## src/rtl/pwm_duty_ramp_generator_macros.svh

```systemverilog
// Assertion macros used by the ramp generator top level.
`ifndef PWM_DUTY_RAMP_GENERATOR_MACROS_SVH
`define PWM_DUTY_RAMP_GENERATOR_MACROS_SVH

// Same-cycle implication, checked on every clock edge outside reset.
`define PDR_ASSERT_NOW(lbl, ante, cons, msg) \
	lbl: assert property (@(posedge clk) disable iff (!arst_n) (ante) |-> (cons)) \
		else $error(msg);

// Next-cycle implication.
`define PDR_ASSERT_NEXT(lbl, ante, cons, msg) \
	lbl: assert property (@(posedge clk) disable iff (!arst_n) (ante) |=> (cons)) \
		else $error(msg);

`endif

```

## src/rtl/pdr_pkg.sv

```systemverilog
// Types and fixed constants of the PWM duty ramp generator.
package pdr_pkg;

	localparam int unsigned PCT_W   = 7;
	localparam int unsigned MS_W    = 16;
	localparam int unsigned STEP_W  = 8;
	localparam int unsigned CNT_W   = 10;
	localparam int unsigned PROD_W  = STEP_W + CNT_W;
	localparam int unsigned PCT_ENTRIES = 128;

	localparam logic [CNT_W-1:0] COUNT_MAX = 10'd1023;
	localparam logic [MS_W-1:0]  MS_MAX    = 16'hFFFF;

	// input beat kinds
	localparam logic MODE_CMD  = 1'b0;
	localparam logic MODE_TICK = 1'b1;

	typedef enum logic [1:0] {
		ST_IDLE,
		ST_DIV,
		ST_EMIT
	} pdr_state_t;

endpackage

```

## src/rtl/pdr_serial_div.sv

```systemverilog
// Bit-serial restoring divider by an 8-bit divisor, one quotient bit per cycle.
module pdr_serial_div #(
	parameter int unsigned DIVIDEND_W = 16
) (
	input  logic                         clk,
	input  logic                         arst_n,
	input  logic                         start,
	input  logic [DIVIDEND_W-1:0]        dividend,
	input  logic [pdr_pkg::STEP_W-1:0]   divisor,
	output logic                         busy,
	output logic [DIVIDEND_W-1:0]        quotient
);

	localparam int unsigned CNT_W = $clog2(DIVIDEND_W + 1);

	logic [CNT_W-1:0]            steps_q;
	logic [DIVIDEND_W-1:0]       shift_q;
	logic [pdr_pkg::STEP_W-1:0]  rem_q;
	logic [pdr_pkg::STEP_W-1:0]  divisor_q;
	logic [pdr_pkg::STEP_W:0]    trial;
	logic [pdr_pkg::STEP_W:0]    trial_sub;
	logic                        fits;

	// one trial subtraction per cycle, next dividend bit shifted into the remainder
	assign trial     = {rem_q, shift_q[DIVIDEND_W-1]};
	assign trial_sub = trial - {1'b0, divisor_q};
	assign fits      = (trial >= {1'b0, divisor_q});

	assign busy     = (steps_q != '0);
	assign quotient = shift_q;

	// step counter
	always_ff @(posedge clk or negedge arst_n) begin
		if (!arst_n) begin
			steps_q <= '0;
		end else if (start) begin
			steps_q <= CNT_W'(DIVIDEND_W);
		end else if (busy) begin
			steps_q <= steps_q - 1'b1;
		end
	end

	// dividend shifts out at the top, quotient bits shift in at the bottom
	always_ff @(posedge clk) begin
		if (start) begin
			shift_q   <= dividend;
			rem_q     <= '0;
			divisor_q <= divisor;
		end else if (busy) begin
			shift_q <= {shift_q[DIVIDEND_W-2:0], fits};
			rem_q   <= fits ? trial_sub[pdr_pkg::STEP_W-1:0] : trial[pdr_pkg::STEP_W-1:0];
		end
	end

endmodule

```

## src/rtl/pwm_duty_ramp_generator.sv

```systemverilog
// Top level of the PWM duty ramp generator: command decode, ramp state and output register.
//
//  channel | signals                                            | dir
//  --------+----------------------------------------------------+-----
//  in      | in_valid, in_ready, mode, start_pct, end_pct,      | in
//          | total_ms, step_count                               |
//  out     | out_valid, out_ready, compare_value, ramp_done     | out
//
// A command passes the accept cycle, the bit-serial total_ms / step_count divider (the percent
// divider runs beside it), a step to take both quotients and a step to load the output register.
// A tick that emits a value loads it after accept; either load stalls until a held result is taken.
// in_ready is high only while no beat is in progress; a result held in the
// output register does not block the next beat unless that beat has a result too.
// arst_n clears all ramp state and the output valid flag.
`include "pwm_duty_ramp_generator_macros.svh"

module pwm_duty_ramp_generator #(
	parameter int unsigned PWM_FULL_SCALE = 1024
) (
	input  logic                          clk,
	input  logic                          arst_n,
	input  logic                          in_valid,
	output logic                          in_ready,
	input  logic                          mode,
	input  logic [pdr_pkg::PCT_W-1:0]     start_pct,
	input  logic [pdr_pkg::PCT_W-1:0]     end_pct,
	input  logic [pdr_pkg::MS_W-1:0]      total_ms,
	input  logic [pdr_pkg::STEP_W-1:0]    step_count,
	output logic                          out_valid,
	input  logic                          out_ready,
	output logic [pdr_pkg::CNT_W-1:0]     compare_value,
	output logic                          ramp_done
);

	pdr_pkg::pdr_state_t state_q, state_nx;

	logic                          ramp_active_q;
	logic                          ramp_down_q;
	logic [pdr_pkg::STEP_W-1:0]    step_index_q;
	logic [pdr_pkg::STEP_W-1:0]    steps_total_q;
	logic [pdr_pkg::CNT_W-1:0]     count_increment_q;
	logic [pdr_pkg::CNT_W-1:0]     base_counts_q;
	logic [pdr_pkg::MS_W-1:0]      ms_per_step_q;
	logic [pdr_pkg::MS_W-1:0]      ms_elapsed_q;
	logic                          last_q;
	logic                          out_valid_q;
	logic [pdr_pkg::CNT_W-1:0]     compare_value_q;
	logic                          ramp_done_q;

	logic                          accept;
	logic                          cmd_ok;
	logic                          is_down;
	logic [pdr_pkg::PCT_W-1:0]     lo_pct;
	logic [pdr_pkg::PCT_W-1:0]     diff_pct;
	logic                          div_go;
	logic                          div_end;
	logic                          tick_go;
	logic                          load_out;
	logic                          div_t_busy;
	logic                          div_p_busy;
	logic [pdr_pkg::MS_W-1:0]      t_quot;
	logic [pdr_pkg::PCT_W-1:0]     p_quot;
	logic [pdr_pkg::MS_W-1:0]      elapsed_inc;
	logic                          tick_emit;
	logic [pdr_pkg::STEP_W-1:0]    idx_nx;
	logic                          done_nx;
	logic [pdr_pkg::PROD_W-1:0]    prod;
	logic [pdr_pkg::PROD_W:0]      sum;
	logic [pdr_pkg::CNT_W-1:0]     value_sat;
	logic [pdr_pkg::CNT_W-1:0]     cnt_tab [pdr_pkg::PCT_ENTRIES];

	// percent to compare counts, worked out at elaboration and saturated
	for (genvar p = 0; p < pdr_pkg::PCT_ENTRIES; p++) begin : g_tab
		localparam longint unsigned CNT = (longint'(p) * longint'(PWM_FULL_SCALE)) / 100;
		assign cnt_tab[p] = (CNT > longint'(pdr_pkg::COUNT_MAX)) ?
			pdr_pkg::COUNT_MAX : pdr_pkg::CNT_W'(CNT);
	end

	// command decode
	assign accept   = in_valid && in_ready;
	assign is_down  = (start_pct > end_pct);
	assign lo_pct   = is_down ? end_pct : start_pct;
	assign diff_pct = is_down ? (start_pct - end_pct) : (end_pct - start_pct);
	assign cmd_ok   = (mode == pdr_pkg::MODE_CMD) && (step_count != '0) &&
		(start_pct != end_pct);

	// tick: elapsed count and next step index
	assign elapsed_inc = (ms_elapsed_q < pdr_pkg::MS_MAX) ? (ms_elapsed_q + 1'b1) : ms_elapsed_q;
	assign tick_emit   = (elapsed_inc >= ms_per_step_q);
	always_comb begin
		if (ramp_down_q) begin
			idx_nx  = (step_index_q != '0) ? (step_index_q - 1'b1) : step_index_q;
			done_nx = (idx_nx == '0);
		end else begin
			idx_nx  = (step_index_q < steps_total_q) ? (step_index_q + 1'b1) : step_index_q;
			done_nx = (idx_nx >= steps_total_q);
		end
	end

	// step time and per-step percent, both divided by the step count
	pdr_serial_div #(.DIVIDEND_W(pdr_pkg::MS_W)) u_div_time (
		.clk      (clk),
		.arst_n   (arst_n),
		.start    (div_go),
		.dividend (total_ms),
		.divisor  (step_count),
		.busy     (div_t_busy),
		.quotient (t_quot)
	);

	pdr_serial_div #(.DIVIDEND_W(pdr_pkg::PCT_W)) u_div_pct (
		.clk      (clk),
		.arst_n   (arst_n),
		.start    (div_go),
		.dividend (diff_pct),
		.divisor  (step_count),
		.busy     (div_p_busy),
		.quotient (p_quot)
	);

	// compare value: base plus index times increment, saturated
	assign prod      = pdr_pkg::PROD_W'(step_index_q) * pdr_pkg::PROD_W'(count_increment_q);
	assign sum       = {1'b0, prod} + (pdr_pkg::PROD_W + 1)'(base_counts_q);
	assign value_sat = (sum > (pdr_pkg::PROD_W + 1)'(pdr_pkg::COUNT_MAX)) ?
		pdr_pkg::COUNT_MAX : sum[pdr_pkg::CNT_W-1:0];

	// next state
	always_comb begin
		state_nx = state_q;
		case (state_q)
			pdr_pkg::ST_IDLE: begin
				if (div_go) begin
					state_nx = pdr_pkg::ST_DIV;
				end else if (tick_go && tick_emit) begin
					state_nx = pdr_pkg::ST_EMIT;
				end
			end
			pdr_pkg::ST_DIV: begin
				if (div_end) begin
					state_nx = pdr_pkg::ST_EMIT;
				end
			end
			pdr_pkg::ST_EMIT: begin
				if (load_out) begin
					state_nx = pdr_pkg::ST_IDLE;
				end
			end
			default: begin
				state_nx = pdr_pkg::ST_IDLE;
			end
		endcase
	end

	// state outputs
	always_comb begin
		in_ready = 1'b0;
		div_end  = 1'b0;
		load_out = 1'b0;
		case (state_q)
			pdr_pkg::ST_IDLE: begin
				in_ready = 1'b1;
			end
			pdr_pkg::ST_DIV: begin
				div_end = !div_t_busy && !div_p_busy;
			end
			pdr_pkg::ST_EMIT: begin
				load_out = !out_valid_q || out_ready;
			end
			default: begin
				in_ready = 1'b0;
			end
		endcase
	end

	assign div_go  = accept && cmd_ok;
	assign tick_go = accept && (mode == pdr_pkg::MODE_TICK) && ramp_active_q;

	always_ff @(posedge clk or negedge arst_n) begin
		if (!arst_n) begin
			state_q <= pdr_pkg::ST_IDLE;
		end else begin
			state_q <= state_nx;
		end
	end

	// ramp state
	always_ff @(posedge clk or negedge arst_n) begin
		if (!arst_n) begin
			ramp_active_q     <= 1'b0;
			ramp_down_q       <= 1'b0;
			step_index_q      <= '0;
			steps_total_q     <= '0;
			count_increment_q <= '0;
			base_counts_q     <= '0;
			ms_per_step_q     <= '0;
			ms_elapsed_q      <= '0;
			last_q            <= 1'b0;
		end else begin
			if (div_go) begin
				ramp_down_q   <= is_down;
				base_counts_q <= cnt_tab[lo_pct];
				ms_elapsed_q  <= '0;
				steps_total_q <= step_count;
				ramp_active_q <= 1'b1;
				step_index_q  <= is_down ? step_count : pdr_pkg::STEP_W'(1);
				last_q        <= !is_down && (step_count == pdr_pkg::STEP_W'(1));
			end
			if (tick_go) begin
				if (tick_emit) begin
					ms_elapsed_q <= '0;
					step_index_q <= idx_nx;
					last_q       <= done_nx;
				end else begin
					ms_elapsed_q <= elapsed_inc;
				end
			end
			if (div_end) begin
				ms_per_step_q     <= t_quot;
				count_increment_q <= cnt_tab[p_quot];
			end
			if (load_out && last_q) begin
				ramp_active_q <= 1'b0;
			end
		end
	end

	// output register
	always_ff @(posedge clk or negedge arst_n) begin
		if (!arst_n) begin
			out_valid_q <= 1'b0;
		end else if (load_out) begin
			out_valid_q <= 1'b1;
		end else if (out_ready) begin
			out_valid_q <= 1'b0;
		end
	end

	always_ff @(posedge clk) begin
		if (load_out) begin
			compare_value_q <= value_sat;
			ramp_done_q     <= last_q;
		end
	end

	assign out_valid     = out_valid_q;
	assign compare_value = compare_value_q;
	assign ramp_done     = ramp_done_q;

	// checks
	`PDR_ASSERT_NOW(a_idle_div_quiet, in_ready, !div_t_busy && !div_p_busy, "divider busy while accepting beats")
	`PDR_ASSERT_NOW(a_index_bound, ramp_active_q, step_index_q <= steps_total_q, "step index beyond step count")
	`PDR_ASSERT_NEXT(a_done_stops, load_out && last_q, !ramp_active_q, "ramp still active after final value")
	`PDR_ASSERT_NEXT(a_cmd_divides, div_go, (state_q == pdr_pkg::ST_DIV) && div_t_busy, "command did not start the dividers")

endmodule
```

## config.mk

```make
export PLATFORM = sky130hd
export DESIGN_NAME = pwm_duty_ramp_generator
export DESIGN_NICKNAME = d
export VERILOG_FILES = /design/src/rtl/pdr_pkg.sv /design/src/rtl/pdr_serial_div.sv /design/src/rtl/pwm_duty_ramp_generator.sv
export VERILOG_INCLUDE_DIRS = /design/src /design/src/rtl
export SDC_FILE = /design/constraint.sdc
export NUM_CORES = 1
export LEC_CHECK = 0
export BUFFER_PORTS_ARGS = -buffer_cell sky130_fd_sc_hd__buf_2
export CORE_MARGIN = 5
export CORE_UTILIZATION = 60
export CTS_CLUSTER_SIZE = 24
export DETAILED_ROUTE_END_ITERATION = 7
export GPL_TIMING_DRIVEN = 1
export PLACE_DENSITY = 0.8
export SETUP_SLACK_MARGIN = 0.2
export SYNTH_ARGS = -nofsm -noshare
export SYNTH_HDL_FRONTEND = slang
export SYNTH_SLANG_ARGS = --single-unit
```

## constraint.sdc

```tcl
create_clock -name clk -period 15.75 [get_ports clk]
set_input_delay 1.575 -clock clk [delete_from_list [all_inputs] [get_ports clk]]
set_output_delay 1.575 -clock clk [all_outputs]
set_load 0.005 [all_outputs]
```

==> metrics.md, run 1 <==
| Metric | Value |
|---|---|
| Slew headroom | `18.9%` |
| Most common cell in the netlist | `nand2_1` |
| Final worst path period need | `roughly 5.8 ns` |
| Antenna violations before repair | `0` |
| Layout Skew | `approximately 0.017 ns` |
| DIE AREA | `about 27000 um^2` |
| FF+latch count, synth | `140` |
| Critical path class | `flop to flop` |
| Post-Syn Area per Cell | `between 8 and 9 um^2` |
| Vias/cell | `between 6 and 7` |
| Net Sw Frac | `roughly half` |
| CP Capture Type | `flop` |
| Area grow syn2layout | `6.99%` |
| Reg area | `roughly 3600 um^2` |
| Post-synth ARST share | `about three fifths` |
| CTS H-tree lvls | `4` |
| Design Power | `between 2 and 3 mW` |
| Status | `finished, final reports clean` |
| I/O Pins | `between 50 and 60` |
| Crit path max fanout | `19` |
| Worst setup path end | `compare_value[0]` |
| Max-Cap Viols | `0` |
| Unrepaired setup endpoints after global routing | `false` |
| Worst hold margin | `between 0.4 and 0.5 ns` |
| WL per Instance | `18.0 um` |
| Critical path arrival | `roughly 5.9 ns` |
| Final non-filler cell total | `just over 2000` |
| Setup crit start | `step_index_q[0]` |
| Clock Latency Late Sink | `about 0.43 ns` |
| CTS Buf Count | `17` |
| Internal power | `~1.5 mW` |
| Final worst slack | `between 9 and 10 ns` |
| Clock slew seen by the registers of the worst setup and hold paths | `roughly 0.07 ns` |
| # rows | `56` |
| Net switching power figure | `between 1 and 1.5 mW` |
| Leading area contributor after synthesis | `dfrtp_1` |
| Setup slack at placement | `around 10 ns` |
| # clock sinks | `140` |
| Crit share post-route | `about 37%` |
| Fmax | `approximately 0.17 GHz` |
| Clock power frac | `about 14%` |
| Main synth FF type | `dfrtp_1` |
| CORE AREA | `approximately 24000 um^2` |
| GP Congestion | `0.918` |
| IO Port Bufs | `55` |
| ANT cells | `0` |
| Aggregate routed wire length | `between 30000 and 40000 um` |
| CTS tree | `done` |
| Worst-Margin Slew | `around 1.2 ns` |
| Chip width | `165 um` |
| RR Startpoint | `step_index_q[0]` |
| Antenna viol nets, final | `0` |
| R2r endpoint | `compare_value[0]` |
| Maximum vdd drop | `between 100 and 150 uV` |
| Grt ovf | `0` |
| Initial DRC Count | `roughly 1300` |
| Final TNS setup | `0 ns` |
| Worst r2r path cells | `18` |
| First-pass GRT wire length | `61600 um` |
| Pin count of the biggest net entering global routing | `73` |
| Post-synth top cells | `nand2_1, inv_1, ha_1, o21ai_0, nor2_1` |
| CP Launch Type | `flop` |
| Reg power frac | `approximately a quarter` |
| Net Count, Synth | `1997` |
| Vias post-DR | `about 13000` |
| Power Dens Cells | `183 nW/um^2` |
| Distinct cells, synth | `78` |
| Remaining DRCs | `0` |
| Setup bufs post-CTS | `0` |
| Mapped cell area | `14300 um^2` |
| Static Leakage | `roughly 7 nW` |
| Nets | `approximately 2000` |
| Post-DP HPWL | `between 20000 and 30000 um` |
| Post-CTS sizing | `0` |
| Data required, critical path | `~16 ns` |
| Clock root buffer | `clkbuf_16` |
| Worst hold path type | `flop to flop` |
| Layout cells sized above 1 | `under 10%` |
| Hold-fix buffers at CTS | `0` |
| Global Route Usage Sum | `around 28%` |
| Die span in y | `between 150 and 200 um` |
| R2r setup slk | `9.99 ns` |
| Clock buffer depth | `2` |
| Drt pass-1 iters | `6` |
| Sequential fraction of the synthesis area | `25.3%` |
| Vias in the first global route | `12220` |
| Multi-input logic area | `~9600 um^2` |
| Synth top area share | `approximately 14%` |
| Fillers | `~2000` |
| # setup viols final | `0` |
| Comb pwr share | `about 60%` |
| Ranking of synthesized cells by area | `dfrtp_1, ha_1, edfxtp_1` |
| Final Hold Viols | `0` |
| Starting density of the core | `60.9%` |
| Placed Cells | `roughly 2000` |
| Slew Viols, Final | `0` |
| Post-synthesis cell count | `~1800` |
| EDFF count, synth | `between 40 and 50` |
| Synth warn | `0` |
metal layers:
metal	global-route usage, %	routed length, um	share of wire, %	up-vias
li1	-	-	-	6132
met1	38.7	16300	44	6117
met2	45.0	17400	46	528
met3	4.57	2710	7.2	75
met4	9.26	1010	2.7	0
met5	0	0	0	-
kinds of logic (layout without fill, tap and decap cells):
group | after synthesis | count (layout) | synth area share, %
flops | 140 | 140 | 25.3
compound gates | 456 | 456 | 20.6
mux | 48 | 48 | 3.97
buf+inv | 285 | 287 | 7.65
xor+xnor | 53 | 53 | 3.24
simple gates | 576 | 576 | 18.7
fa+ha+maj | 198 | 198 | 20.5
state kept, by name, summed over array words and instances (netlist names):
name / cells
count_increment_q: 10
u_div_time.rem_q: 8
u_div_time.divisor_q: 8
ramp_active_q: 1
steps_total_q: 8
ms_per_step_q: 16
state_q: 2
step_index_q: 8
ramp_down_q: 1
ms_elapsed_q: 16
u_div_pct.rem_q: 8
base_counts_q: 10
compare_value: 10
u_div_pct.quotient: 7
u_div_pct.steps_q: 3
out_valid: 1
u_div_time.quotient: 16
u_div_time.steps_q: 5
ramp_done: 1
last_q: 1
worst max-delay path: stages (launching register included):
cell,delay [ns]
dfrtp_1,0.73
nand2_1,0.16
fa_1,0.50
inv_1,0.05
fa_1,0.46
ha_1,0.29
inv_1,0.05
fa_1,0.52
inv_1,0.07
fa_1,0.46
a21o_1,0.17
a21oi_1,0.21
o21bai_1,0.16
a2111oi_4,0.46
o211ai_1,0.18
a211oi_1,0.25
a21oi_1,0.07
or3_1,0.38
or3_1,0.33
power by group through the flow:
stage	Sequential, mW	Combinational, mW	Clock (mW)
after floorplan	0.613	1.36	0
after global placement	0.700	1.61	0
after detailed placement	0.707	1.66	0
after CTS	0.701	1.67	0.409
after global routing	0.725	1.91	0.424
final	0.706	1.69	0.406
how the worst min path moves through the flow:
stage / from / to / slack [ns] / cells after the start
floorplan: last_q / ramp_active_q / 0.43 / 1
global placement: u_div_time.rem_q[7] / u_div_time.rem_q[7] / 0.45 / 2
detailed placement: u_div_time.rem_q[7] / u_div_time.rem_q[7] / 0.45 / 2
CTS: u_div_pct.rem_q[7] / u_div_pct.rem_q[7] / 0.48 / 2
global route: u_div_pct.rem_q[7] / u_div_pct.rem_q[7] / 0.49 / 2
finish: u_div_pct.rem_q[7] / u_div_pct.rem_q[7] / 0.47 / 2
cells in the final DEF, fill, tap and decap left out, types with 18 or more instances in the layout:
master,count
a211oi_1,25
a21o_1,19
a21oi_1,100
a31oi_1,30
and2_1,49
buf_2,54
buf_4,20
clkbuf_16,18
dfrtp_1,82
edfxtp_1,42
fa_1,62
ha_1,136
inv_1,175
mux2_2,21
mux2i_1,20
nand2_1,234
nand2b_1,20
nand3_1,45
nor2_1,105
nor3_1,40
o211ai_1,24
o21ai_0,129
or3_1,18
xnor2_1,37
final cells by class:
type | instances | area share (%)
multi-input cells | 1331 | 62.8
flip-flops and latches | 140 | 23.7
inverters | 181 | 4.43
clock buffers | 19 | 3.02
repair buffers | 74 | 2.74
well taps | 319 | 2.60
clock inverters | 13 | 0.774
per-stage QoR:
stage | util [%] | cell area [um^2]
global route | 65.2 | 15400
global placement | 62.7 | 14800
detailed placement | 62.7 | 14800
finish | 65.2 | 15400
CTS | 65.2 | 15400
floorplan | - | 14300
Power figures use the tool's default switching activity.
==> run 2, diff against run 1 <==
Settings changed: CORE_UTILIZATION 60 to 58.
Clock period 15.75 ns to 5.25 ns, I/O delays scaled along.
==> run 2 against run 1 <==
Clock power rose to 2.9 times the previous value. Largest cell class unchanged. Die area is 3.2% higher. Clock skew grew 0.0011 ns. Utilization grew 0.29 points. Design area increased by 3.8%. Critical endpoint is now compare_value[3]. Non-clock buffer count is 38 higher.
==> metrics.md, run 2 (same netlist as run 1, synthesis figures left out) <==
| Metric | Value |
|---|---|
| Slowest cell on crit path | `fa_1` |
| Critical path, cell by cell | `buf_4 -> and2_1 -> fa_1 -> fa_1 -> fa_1 -> inv_1 -> fa_1 -> inv_1 -> ha_4 -> or3_4 -> o21ai_4 -> o211ai_1 -> a211oi_2 -> a21oi_1 -> or3_4 -> or3_4` |
| Final core occ | `65.5%` |
| Commonest non-fill, non-tap cells in the layout | `nand2_1, inv_1, o21ai_0, ha_1, nor2_1` |
| Remaining DRCs | `0` |
| CP Launch Type | `flop` |
| Final worst path period need | `5.20 ns` |
| Chip width | `between 150 and 200 um` |
| Nets | `about 2000` |
| Layout Skew | `0.0182 ns` |
| Final Hold Viols | `0` |
| Antenna violations before repair | `2` |
| Global Route Usage Sum | `27.3%` |
| Final instance area | `around 16000 um^2` |
| IO Port Bufs | `55` |
| Grt ovf | `0` |
| Crit path max fanout | `6` |
| Area after DPL | `about 15000 um^2` |
| Final non-filler cell total | `approximately 2100` |
| Clock slew seen by the registers of the worst setup and hold paths | `roughly 0.070 ns` |
| CORE AREA | `approximately 24000 um^2` |
| Final TNS setup | `0 ns` |
| Die span in y | `167 um` |
| Clock buffer depth | `2` |
| # clock sinks | `140` |
| Most used cell, CP | `fa_1` |
| CTS H-tree lvls | `4` |
| Placed Cells | `~2100` |
| Vias post-DR | `roughly 13000` |
| Power Dens Cells | `about 570 nW/um^2` |
| Clock root buffer | `clkbuf_16` |
| Starting density of the core | `59.0%` |
| Design Power | `9.04 mW` |
| First-pass GRT wire length | `roughly 64000 um` |
| Vias/cell | `roughly 6.2` |
| CTS tree | `done` |
| CP max stage delay | `around 0.56 ns` |
| Worst-Margin Slew | `1.26 ns` |
| # setup viols final | `0` |
| Max-Cap Viols | `0` |
| Routed wl met3 | `2890 um` |
| # rows | `57` |
| Critical path buffers and inverters | `3` |
| Post-DP HPWL | `between 20000 and 30000 um` |
| Static Leakage | `between 7 and 8 nW` |
| GP Congestion | `between 0.9 and 1` |
| Aggregate routed wire length | `between 30000 and 40000 um` |
| Crit-path leading delay family | `adder cells` |
| Initial DRC Count | `about 1500` |
| Reg area | `about 3600 um^2` |
| CP Capture Type | `flop` |
| Data required, critical path | `5.43 ns` |
| Pin count of the biggest net entering global routing | `approximately 50` |
| Slew headroom | `16.0%` |
| Critical path class | `flop to flop` |
| Area grow syn2layout | `11.0%` |
| Clock Latency Late Sink | `~0.44 ns` |
| Fmax | `about 0.19 GHz` |
| Drt pass-1 iters | `6` |
| ANT cells | `0` |
| Antenna viol nets, final | `0` |
| Unrepaired setup endpoints after global routing | `true` |
| WL met2 | `18400 um` |
| Layout cells sized above 1 | `between 10% and 20%` |
| Top Metal Used | `met5` |
| Status | `finished, final reports clean` |
| Maximum vdd drop | `between 500 and 600 uV` |
| Vias in the first global route | `around 12000` |
| I/O Pins | `56` |
| WL per Instance | `roughly 19 um` |
| Fillers | `around 2000` |
| Commonest non-fill, non-tap cell in the layout | `nand2_1` |
| CTS Buf Count | `17` |
| Crit share post-route | `99.0%` |
| Multi-input logic area | `~9900 um^2` |
| Worst hold path type | `input pin to asynchronous set/reset pin` |
| M1 WL | `around 17000 um` |
| Critical path arrival | `about 5.4 ns` |
| DIE AREA | `between 20000 and 30000 um^2` |
| Slew Viols, Final | `0` |
## run 2: cell types whose count changed in the layout (fill, tap and decap cells not counted), moves of 8 or more
cell and delta:
dfrtp_2 +12, inv_1 -8, inv_2 +8, ha_1 -10
dfrtp_1 -12, buf_4 +33, ha_4 +9
## run 2: worst paths after layout
kind / from / end / depth (start not counted) / slack, ns
max: count_increment_q[3] / compare_value[3] / 16 / 0.05
min: arst_n / steps_total_q[0] / 1 / 0.1
max reg2reg: count_increment_q[3] / compare_value[3] / 16 / 0.05
min reg2reg: u_div_pct.rem_q[7] / u_div_pct.rem_q[7] / 2 / 0.46
max in group asynchronous: arst_n / count_increment_q[8] / 2 / 4.10
min in group clk: step_count[6] / u_div_time.divisor_q[6] / 1 / 0.31
## run 2: timing repair
action                     in CTS  in global routing
hold endpoints to repair        0                  0
setup endpoints to repair      10                 11
gates resized for setup        17                 30
hold buffers                    0                  0
buffers inserted                8                 17
pin swaps                      19                 26
## run 2: metrics by stage
stage / hold WS, ns / setup slack (ns)
floorplan: 0.229 / 0.202
detailed placement: 0.452 / -0.129
finish: 0.0993 / 0.0546
global route: 0.129 / -0.0993
global placement: 0.444 / 0.0721
CTS: 0.0938 / 0.0202
## run 2: layer usage
metal | global-route usage (%) | up-vias
met5 | 0 | -
met4 | 7.30 | 4
met3 | 4.24 | 84
met2 | 44.5 | 624
met1 | 38.2 | 6300
li1 | - | 6191
## run 2: cell type report
| cell class | instances | share of cell area (%) |
|---|---|---|
| Inverter | 181 | 4.27 |
| Multi-Input combinational cell | 1331 | 62.2 |
| Sequential cell | 140 | 22.9 |
| Tap cell | 324 | 2.54 |
| Timing Repair Buffer | 112 | 4.53 |
| Clock buffer | 17 | 2.67 |
| Clock inverter | 15 | 0.911 |
## run 2: report_power, final
| part | internal, mW | switching, mW |
|---|---|---|
| Clock | 0.630 | 0.556 |
| Sequential | 1.64 | 0.442 |
| Combinational | 2.41 | 3.36 |
## run 2: worst reg2reg max path: cells and delay by family, from the launching register on
family / cells / cell delay, ns
AOI/OAI and AO/OA: 4 / 0.62
adders and majority gates: 5 / 2.26
buffers and inverters: 3 / 0.27
DFF: 1 / 0.45
and+or+nand+nor: 4 / 1.33
